<file path="src/design/tbmc_pkg.sv">
// Shared types and constants for the timed blind motor controller.
`timescale 1ns / 1ps

package tbmc_pkg;

    localparam int FULL_SCALE = 100;
    localparam int PCT_W      = 7;
    localparam int MS_W       = 12;
    localparam int SECS_W     = 8;

    localparam logic [PCT_W-1:0] PCT_FULL = PCT_W'(FULL_SCALE);
    localparam logic [PCT_W-1:0] PCT_ZERO = '0;

    // Register indexes on the configuration port.
    localparam logic [0:0] REG_OPEN_SECONDS  = 1'b0;
    localparam logic [0:0] REG_CLOSE_SECONDS = 1'b1;

    localparam logic [SECS_W-1:0] SECONDS_RESET = 8'd20;

    typedef enum logic [2:0] {
        KIND_TICK     = 3'd0,
        KIND_MOVE     = 3'd1,
        KIND_BTN_UP   = 3'd2,
        KIND_BTN_DOWN = 3'd3,
        KIND_SET      = 3'd4
    } kind_t;

    typedef struct packed {
        logic [PCT_W-1:0] blind_percent;
        logic [PCT_W-1:0] goal_percent;
        logic             run_active;
        logic             going_up;
        logic [MS_W-1:0]  ms_count;
        logic             first_step_done;
    } state_t;

    typedef struct packed {
        logic             motor_up;
        logic             motor_down;
        logic [PCT_W-1:0] current_percent;
        logic [PCT_W-1:0] target_percent;
        logic             moving;
        logic             notify;
    } result_t;

endpackage

</file>
<file path="src/design/tbmc_core.sv">
// Blind position state and the per-beat update logic.
`timescale 1ns / 1ps

module tbmc_core
    import tbmc_pkg::*;
(
    input  logic              clk,
    input  logic              rst_n,
    input  logic              step_en,
    input  logic [2:0]        kind,
    input  logic [7:0]        position,
    input  logic [SECS_W-1:0] open_seconds,
    input  logic [SECS_W-1:0] close_seconds,
    output result_t           res
);

    state_t state_reg;
    state_t state_next;

    always_comb
    begin
        logic [PCT_W-1:0]  pos_c;
        logic [PCT_W-1:0]  mv_pos;
        logic [PCT_W-1:0]  step_pct;
        logic [SECS_W-1:0] secs;
        logic [MS_W-1:0]   interval;
        logic [MS_W-1:0]   ms_inc;
        logic              reached;
        logic              note;

        state_next = state_reg;
        note       = 1'b0;
        step_pct   = state_reg.blind_percent;
        reached    = 1'b0;

        pos_c = (position > 8'(FULL_SCALE)) ? PCT_FULL : position[PCT_W-1:0];

        // A button stops a move in progress, otherwise it runs to an end stop.
        if (kind_t'(kind) == KIND_MOVE)
            mv_pos = pos_c;
        else if (state_reg.blind_percent != state_reg.goal_percent)
            mv_pos = state_reg.blind_percent;
        else if (kind_t'(kind) == KIND_BTN_UP)
            mv_pos = PCT_FULL;
        else
            mv_pos = PCT_ZERO;

        secs     = state_reg.going_up ? open_seconds : close_seconds;
        // Ten ticks per second of travel time make one percent step.
        interval = {1'b0, secs, 3'b000} + {3'b000, secs, 1'b0};
        if (interval == '0)
            interval = MS_W'(1);
        ms_inc = state_reg.ms_count + MS_W'(1);

        case (kind_t'(kind))
            KIND_TICK:
            begin
                if (state_reg.run_active)
                begin
                    if (ms_inc < interval)
                        state_next.ms_count = ms_inc;
                    else
                    begin
                        state_next.ms_count = '0;
                        if (state_reg.going_up)
                        begin
                            if (state_reg.blind_percent < PCT_FULL)
                                step_pct = state_reg.blind_percent + PCT_W'(1);
                        end
                        else if (state_reg.blind_percent != PCT_ZERO)
                            step_pct = state_reg.blind_percent - PCT_W'(1);
                        state_next.blind_percent = step_pct;
                        if (!state_reg.first_step_done)
                        begin
                            state_next.first_step_done = 1'b1;
                            note = 1'b1;
                        end
                        reached = state_reg.going_up ?
                                  (step_pct >= state_reg.goal_percent) :
                                  (step_pct <= state_reg.goal_percent);
                        if (reached)
                        begin
                            state_next.run_active   = 1'b0;
                            state_next.goal_percent = step_pct;
                            note = 1'b1;
                        end
                    end
                end
            end
            KIND_MOVE, KIND_BTN_UP, KIND_BTN_DOWN:
            begin
                if (state_reg.run_active)
                begin
                    state_next.run_active   = 1'b0;
                    state_next.goal_percent = state_reg.blind_percent;
                    note = 1'b1;
                end
                else
                begin
                    state_next.goal_percent = mv_pos;
                    if (mv_pos == state_reg.blind_percent)
                        note = 1'b1;
                    else
                    begin
                        state_next.going_up        = mv_pos > state_reg.blind_percent;
                        state_next.run_active      = 1'b1;
                        state_next.ms_count        = '0;
                        state_next.first_step_done = 1'b0;
                    end
                end
                if (kind_t'(kind) != KIND_MOVE)
                    note = 1'b1;
            end
            KIND_SET:
            begin
                if (!state_reg.run_active)
                begin
                    state_next.blind_percent = pos_c;
                    state_next.goal_percent  = pos_c;
                end
            end
            default:
            begin
                state_next = state_reg;
            end
        endcase

        res.motor_up        = state_next.run_active && state_next.going_up;
        res.motor_down      = state_next.run_active && !state_next.going_up;
        res.current_percent = state_next.blind_percent;
        res.target_percent  = state_next.goal_percent;
        res.moving          = state_next.run_active;
        res.notify          = note;
    end

    always_ff @(posedge clk or negedge rst_n)
    begin
        if (!rst_n)
            state_reg <= '0;
        else if (step_en)
            state_reg <= state_next;
    end

endmodule

</file>
<file path="src/design/timed_blind_motor_controller.sv">
// Top level of the timed blind motor controller: input stage, registers, result stage.
`timescale 1ns / 1ps

// Each input beat (tick, move, button or set-position) yields exactly one result
// beat. The block takes one beat per clock cycle, sustained, as long as results are
// taken; a beat is held in the input register, and its result is computed from it and
// registered in the output register once that register is free. The position
// update is a single compare-and-increment pass between those two registers, which
// sets the one-beat-per-cycle figure. There is no clearing pass after reset.
module timed_blind_motor_controller
    import tbmc_pkg::*;
(
    input  logic              clk,
    input  logic              rst_n,
    input  logic              in_valid,
    output logic              in_stall,
    input  logic [2:0]        kind,
    input  logic [7:0]        position,
    output logic              out_valid,
    input  logic              out_stall,
    output logic              motor_up,
    output logic              motor_down,
    output logic [PCT_W-1:0]  current_percent,
    output logic [PCT_W-1:0]  target_percent,
    output logic              moving,
    output logic              notify,
    input  logic              cfg_wr_en,
    input  logic [0:0]        cfg_addr,
    input  logic [SECS_W-1:0] cfg_wr_data
);

    logic              s1_valid_reg;
    logic              s1_valid_next;
    logic [2:0]        s1_kind_reg;
    logic [7:0]        s1_pos_reg;
    logic              out_valid_reg;
    logic              out_valid_next;
    result_t           out_res_reg;
    result_t           step_res;
    logic [SECS_W-1:0] open_seconds_reg;
    logic [SECS_W-1:0] close_seconds_reg;
    logic              s1_adv;
    logic              in_accept;

    // The input stage moves on whenever the result register is empty or drained.
    assign s1_adv    = s1_valid_reg && (!out_valid_reg || !out_stall);
    assign in_stall  = s1_valid_reg && !s1_adv;
    assign in_accept = in_valid && !in_stall;

    assign s1_valid_next  = in_accept || (s1_valid_reg && !s1_adv);
    assign out_valid_next = s1_adv || (out_valid_reg && out_stall);

    always_ff @(posedge clk or negedge rst_n)
    begin
        if (!rst_n)
        begin
            s1_valid_reg  <= 1'b0;
            out_valid_reg <= 1'b0;
        end
        else
        begin
            s1_valid_reg  <= s1_valid_next;
            out_valid_reg <= out_valid_next;
        end
    end

    always_ff @(posedge clk)
    begin
        if (in_accept)
        begin
            s1_kind_reg <= kind;
            s1_pos_reg  <= position;
        end
        if (s1_adv)
            out_res_reg <= step_res;
    end

    always_ff @(posedge clk or negedge rst_n)
    begin
        if (!rst_n)
        begin
            open_seconds_reg  <= SECONDS_RESET;
            close_seconds_reg <= SECONDS_RESET;
        end
        else if (cfg_wr_en)
        begin
            case (cfg_addr)
                REG_OPEN_SECONDS:  open_seconds_reg  <= cfg_wr_data;
                REG_CLOSE_SECONDS: close_seconds_reg <= cfg_wr_data;
                default:           open_seconds_reg  <= open_seconds_reg;
            endcase
        end
    end

    tbmc_core u_core
    (
        .clk           (clk),
        .rst_n         (rst_n),
        .step_en       (s1_adv),
        .kind          (s1_kind_reg),
        .position      (s1_pos_reg),
        .open_seconds  (open_seconds_reg),
        .close_seconds (close_seconds_reg),
        .res           (step_res)
    );

    assign out_valid       = out_valid_reg;
    assign motor_up        = out_res_reg.motor_up;
    assign motor_down      = out_res_reg.motor_down;
    assign current_percent = out_res_reg.current_percent;
    assign target_percent  = out_res_reg.target_percent;
    assign moving          = out_res_reg.moving;
    assign notify          = out_res_reg.notify;

`ifndef SYNTHESIS
    a_relay_interlock: assert property (@(posedge clk) disable iff (!rst_n)
        out_valid_reg |-> !(motor_up && motor_down))
        else $error("up and down relays driven together");

    a_percent_range: assert property (@(posedge clk) disable iff (!rst_n)
        out_valid_reg |-> (current_percent <= PCT_FULL) && (target_percent <= PCT_FULL))
        else $error("position beyond full scale");

    a_idle_on_target: assert property (@(posedge clk) disable iff (!rst_n)
        (out_valid_reg && !moving) |-> (current_percent == target_percent))
        else $error("idle blind not at its target");

    a_stall_backpressure: assert property (@(posedge clk) disable iff (!rst_n)
        (out_valid_reg && out_stall && s1_valid_reg) |-> in_stall)
        else $error("input taken while both stages are full and blocked");
`endif

endmodule
</file>
<file path="config.mk">
export PLATFORM = sky130hd
export DESIGN_NAME = timed_blind_motor_controller
export DESIGN_NICKNAME = d
export VERILOG_FILES = /design/src/design/tbmc_pkg.sv /design/src/design/tbmc_core.sv /design/src/design/timed_blind_motor_controller.sv
export SDC_FILE = /design/constraint.sdc
export NUM_CORES = 1
export LEC_CHECK = 0
export ABC_AREA = 1
export BUFFER_PORTS_ARGS = -buffer_cell sky130_fd_sc_hd__buf_2
export CAP_MARGIN = 20
export CELL_PAD_IN_SITES_DETAIL_PLACEMENT = 0
export CELL_PAD_IN_SITES_GLOBAL_PLACEMENT = 1
export CORE_MARGIN = 2
export CORE_UTILIZATION = 45
export DETAILED_ROUTE_END_ITERATION = 7
export PLACE_DENSITY_LB_ADDON = 0.25
export RECOVER_POWER = 100
export SETUP_SLACK_MARGIN = 0.15
export SLEW_MARGIN = 25
export SYNTH_ARGS = -nofsm -noshare
export SYNTH_HDL_FRONTEND = slang
export SYNTH_SLANG_ARGS = --single-unit
</file>
<file path="constraint.sdc">
create_clock -name clk -period 4.1 [get_ports clk]
set_input_delay 0 -clock clk [delete_from_list [all_inputs] [get_ports clk]]
set_output_delay 0 -clock clk [all_outputs]
set_load 0.005 [all_outputs]
</file>
-- Yosys cells after proc, flatten, opt, wreduce, memory -nomap -nowiden
Cells that the tools add are included.
- register bits: 76
- input port bits: 25
- output and inout bits: 20
- logic and storage cells: 99
- add/subtract/negate cells: 4
- $lt $le $gt $ge: 6
- equal/unequal tests: 11
- multiplexer cells: 36
- bitwise gates (word level): 1
- reductions and logical operators: 23
- operators by type and width (operator ; count):
    2-to-1 mux 7 bit ; 10
    2-to-1 mux 15 bit ; 3
    2-to-1 mux 14 bit ; 2
    one-hot mux 13 bit (2 select lines) ; 1
    2-to-1 mux 12 bit ; 2
    2-to-1 mux 8 bit ; 3
    one-hot mux 7 bit (3 select lines) ; 1
    one-hot mux 7 bit (2 select lines) ; 1
    2-to-1 mux 13 bit ; 1
    adder 11 x 9 -> 12 bit ; 1
    adder 12 x 1 -> 12 bit, second input constant ; 1
    zero test 12 bit ; 1
    < comparator 12 bit ; 1
    2-to-1 mux 1 bit ; 10
    greater-than comparator 8 x 7 -> 1 bit, second input constant ; 1
    adder 7 x 1 -> 7 bit, second input constant ; 1
    == test 7 bit ; 1
    greater-or-equal comparator 7 bit ; 1
    greater-than comparator 7 bit ; 1
    <= comparator 7 bit ; 1
    < comparator 7 bit, second input constant ; 1
    inequality test 7 bit ; 1
    nonzero test 7 bit ; 1
    subtractor 7 x 1 -> 7 bit, second input constant ; 1
    other kinds (17) ; 33

-- Logic depth before layout (Yosys ltp)
- word-level depth: 15
- gate-level depth with buffers: 32

-- Cells and area by module
From an unflattened synthesis, not the netlist that was laid out.
- cell total of the unflattened synthesis: 763
- area total of the unflattened synthesis: 5612.9 µm²
- modules (own cells, without submodules) (module ; instances ; cells an instance ; area each (µm²) ; sequential area each (µm²)):
    tbmc_core ; 1 ; 652 ; 3983.8 ; 725.7
    timed_blind_motor_controller ; 1 ; 111 ; 1629.1 ; 1326.3

-- Least setup slack after synthesis
No wires, ideal clock.
- path type: register to register
- from: register u_core.state_reg[13] (netlist name)
- to: register out_res_reg, in the netlist motor_down, data pin
- library setup time: 0.264 ns
- arrival time: 3.178 ns
- slack: 0.658 ns
- cell stages (with the launch flop): 22
- buffers on the path: 3
- clock period less this slack: 3.442 ns
- cells stage by stage: dfrtp_1 > buf_6 > inv_4 > clkbuf_1 > or2_2 > o21ai_0 > inv_1 > ha_1 > nand2_1 > inv_1 > nand3_1 > nand2_1 > nand2_1 > and2_1 > ha_1 > nand4_1 > o221a_2 > nand2_4 > buf_6 > nand2_1 > a31oi_1 > nor2_1
- RTL lines (element ; line ; RTL):
    start, declared ; tbmc_core.sv:17 ; state_t state_reg;
    start signal, assigned ; tbmc_core.sv:141 ; state_reg <= state_next;
    end signal, assigned ; timed_blind_motor_controller.sv:75 ; out_res_reg <= step_res;
    end, declared ; timed_blind_motor_controller.sv:38 ; result_t out_res_reg;

-- Worst setup path in the final report
- from: register u_core.state_reg[27] (netlist name)
- to: register u_core.state_reg[8] (netlist name)
- word-level cells in the longest chain between the ends: 6
- ends and longest elaborated chain (element ; line ; RTL):
    inequality test 7 bit ; tbmc_core.sv:41 ; else if (state_reg.blind_percent != state_reg.goal_percent)
    2-to-1 mux 7 bit ; tbmc_core.sv:41 ;
    2-to-1 mux 7 bit ; tbmc_core.sv:39 ; if (kind_t'(kind) == KIND_MOVE)
    == test 7 bit * ; tbmc_core.sv:101 ; if (mv_pos == state_reg.blind_percent)
    inequality test 2 bit (no line) * ; n/a ;
    AND reduction 5 bit (no line) * ; n/a ;
Mark *: on every way between the ends. The rest lies on a longest branch, timed or not.
A chain may end at the register's enable or synchronous reset.

==> reports/qor.yml <==
detailed_routing:
  drc: 0
  vias_per_cell: 5.38
  detail_route.iter0.violations: 459
  first_pass_iteration_count_of_the_detailed_router: 5
  vias: 5125
  wire_length_reported_by_the_detailed_router_microns: 14400
  route.antenna.remaining_nets: 0
  avgRoutedWirePerCell_microns: 15.2
floorplanning:
  start_util_pct: 46.6
  floorplan.core_area_sq_um: 11600
  chipHeight_microns: 113
  number_of_placement_rows: 39
  design.portCount: 45
  floorplan.die_area_sq_um: 12900
  die_w_microns: 113
timing:
  post-route-period-util_pct: 93.0
  worst_slew_margin_rel_pct: -75.2
  unrepaired_setup_endpoints_after_global_routing: "yes"
  finalSetupTns_ns: 0
  period_minus_slack_ns: 3.81
  worstMarginPinSlew_ns: 2.63
  timing_hold_violations_final: 0
  setup_viol: 0
  skew_ns: 0.00571
  fmaxAchievable_mhz: 262
  layout_setup_ws_ns: 0.288
  final-max-slew-violation-count: 48
global_routing:
  antenna_found_initial: 0
  grt_use_total_pct: 23.2
  grt_max_degree: 48
  grt_total_ovfl: 0
  grt_pass1_wl_microns: 23600
  via_count_of_the_first_global_routing_pass: 4745
min_path:
  min_path_type: "in2reg"
clocking:
  h-tree-depth: 3
  clock_sinks: 76
  tritoncts_clock_tree: "done"
  clock_tree_root_driver_cell: "clkbuf_16"
  numCtsBuffers: 9
  max-clock-path-buffers: 2
  worst_path_clk_slew_ns: 0.06
  worstSkewPairLatency_ns: 0.34
worst_setup_path:
  startpoint_type: "register"
  critPathKind: "reg2reg"
  r2r_start: "u_core.state_reg[27]"
  path_cells: "inv_1 -> nand2_1 -> a221oi_2 -> nand2_2 -> o21ai_0 -> inv_1 -> nand2_1 -> o21ai_0 -> ha_1 -> nand2_1 -> nor3_1 -> nor2_1 -> o21ai_0 -> nor2_2 -> nor2_1 -> inv_1 -> o22ai_1"
  worstSetupEndpoint: "u_core.state_reg[8]"
  endpoint_kind: "register"
  cp.required_ns: 4.36
  arrival_ns: 4.07
  critPathSlowestCell: "dfrtp_1"
  ff2ff_path_depth: 17
  delay_of_the_slowest_cell_on_the_worst_path_ns: 0.52
  worst_r2r_endpoint: "u_core.state_reg[8]"
  critPathLaunch: "u_core.state_reg[27]"
  crit_fanout: 9
  worst-r2r-setup-slack_ns: 0.29
placed_design:
  portBuffers: 44
  placedCellCount: 910
  finalWeightedCongestion: 0.958
  pre_cts_ws_ns: 0.154
  post-dp-hpwl_microns: 10700
logic_synthesis:
  postSynthAreaPerCell_sq_um: 7.32
  synthesis.nets: 797
  yosys-top-cells-area: "dfrtp_1 20%, edfxtp_1 16%, nand2_1 16%"
  postSynthCellCount: 736
  synth_area_sq_um: 5390
  netlist.area_leader.share_pct: 20.0
  sequential_share_of_the_synthesized_area_pct: 38.1
  synth_enable_flop_cells: 29
  ys_async_sr_fraction_pct: 61.8
  synth-seq-cells: 76
  synth.largest_area_cell: "dfrtp_1"
  synthFlopType: "dfrtp_1"
  synth_warnings: 0
  synth_cell_types: 46
power:
  power_per_cell_area_nw_per_um2: 777
  power.ir.vdd_worst_v: 0.000292
  p_leak_uw: 0.00321
status:
  violations: "capacitance limit, slew limit"
  run_status: "finished with violations"
final_layout:
  most_used_cells_in_the_layout_excluding_fill_and_tap_cells: "224 x nand2_1, 102 x inv_1, 56 x o21ai_0"
  largest_register_ffs: 29
  layout-drive-gt1-share_pct: 10.9
  finish.net_count: 866
  areaGrowthSynthToFinish_pct: 16.8
  num_antenna_cells: 0
  instances_no_fill: 953
  fillers: 1114
  final_common_cell: "nand2_1"
flow_run:
  drv_cap: 1
final cells by class:
type                    instances  area [sq um]  share of cell area (%)
clock inverters                 1          3.75                  0.0597
repair buffers                 80           531                    8.43
multi-input cells             529          2830                    44.9
clock buffers                  15           289                    4.59
flip-flops and latches         76          2050                    32.6
well taps                     143           179                    2.84
inverters                     109           412                    6.54
kinds of logic after synthesis:
group | after synthesis | synth area share [%]
AO/OA/AOI/OAI | 123 | 13.2
XOR/XNOR | 18 | 2.93
adder cells (fa/ha/maj) | 36 | 8.50
buffers and inverters | 131 | 9.73
flip-flops | 76 | 38.1
AND/OR/NAND/NOR | 352 | 27.5
worst min-delay path by stage:
stage / depth (start not counted) / endpoint / from / slack (ns)
3_3_place_gp: 1 / s1_pos_reg[5] / position[5] / 0.18
3_5_place_dp: 1 / u_core.state_reg[17] / rst_n / 0.07
5_1_grt: 4 / close_seconds_reg[4] / cfg_addr / 0.31
4_1_cts: 4 / close_seconds_reg[4] / cfg_wr_en / 0.24
6_report: 4 / close_seconds_reg[4] / cfg_wr_en / 0.25
2_1_floorplan: 0 / close_seconds_reg[0] / rst_n / -0.30
what timing repair did:
item                       in CTS  in global routing
buffers inserted                0                  5
resized for setup               1                  7
setup endpoints to repair       1                 42
hold buffers                   22                  0
hold endpoints to repair       72                  0
pin swaps                       0                  2
per-layer routing:
metal / global-route usage (%) / vias up / share of wire [%]
li1: - / 2539 / -
met2: 36.1 / 184 / 44
met5: 0 / - / 0
met4: 6.42 / 0 / 1.5
met3: 3.35 / 19 / 6.2
met1: 34.0 / 2383 / 48
stage by stage:
step	cell area [sq um]	power, uW	hold slack [ns]	utilization [%]
3_3_place_gp	5740	3940	0.176	49.6
4_1_cts	6270	4810	0.239	54.2
3_5_place_dp	5750	4010	0.0663	49.7
6_report	6290	4890	0.251	54.4
5_1_grt	6290	5360	0.314	54.4
2_1_floorplan	5390	3260	-0.296	-
worst max-delay path: cells and delay by family, from the launching register on:
| kind | cells | cell delay (ns) |
|---|---|---|
| buffers and inverters | 3 | 0.59 |
| AOI/OAI and AO/OA | 5 | 1.12 |
| DFF | 1 | 0.52 |
| adders and majority gates | 1 | 0.33 |
| and+or+nand+nor | 8 | 1.15 |
synthesized netlist by cell type (2+ instances only):
cell type	n
ha_1	35
nand2_2	4
o21ai_0	56
o21ai_1	6
clkbuf_1	12
a32o_1	2
nand3_2	8
nor3_1	6
o22a_1	2
a2bb2oi_1	2
inv_1	100
a22oi_1	2
buf_2	6
nor2_1	50
nand3_1	48
dfstp_2	4
buf_6	3
inv_2	8
edfxtp_1	29
a21oi_1	28
o211ai_1	5
xor2_1	16
a31oi_1	5
or2_2	2
nand2_1	224
o22ai_1	6
nand4_1	5
dfrtp_1	43
xnor2_1	2
where the power goes:
part / switching (uW) / internal (uW)
clock network: 292 / 478
registers: 217 / 1010
logic: 1840 / 1040
No activity file was read; power rests on OpenSTA's default activity.
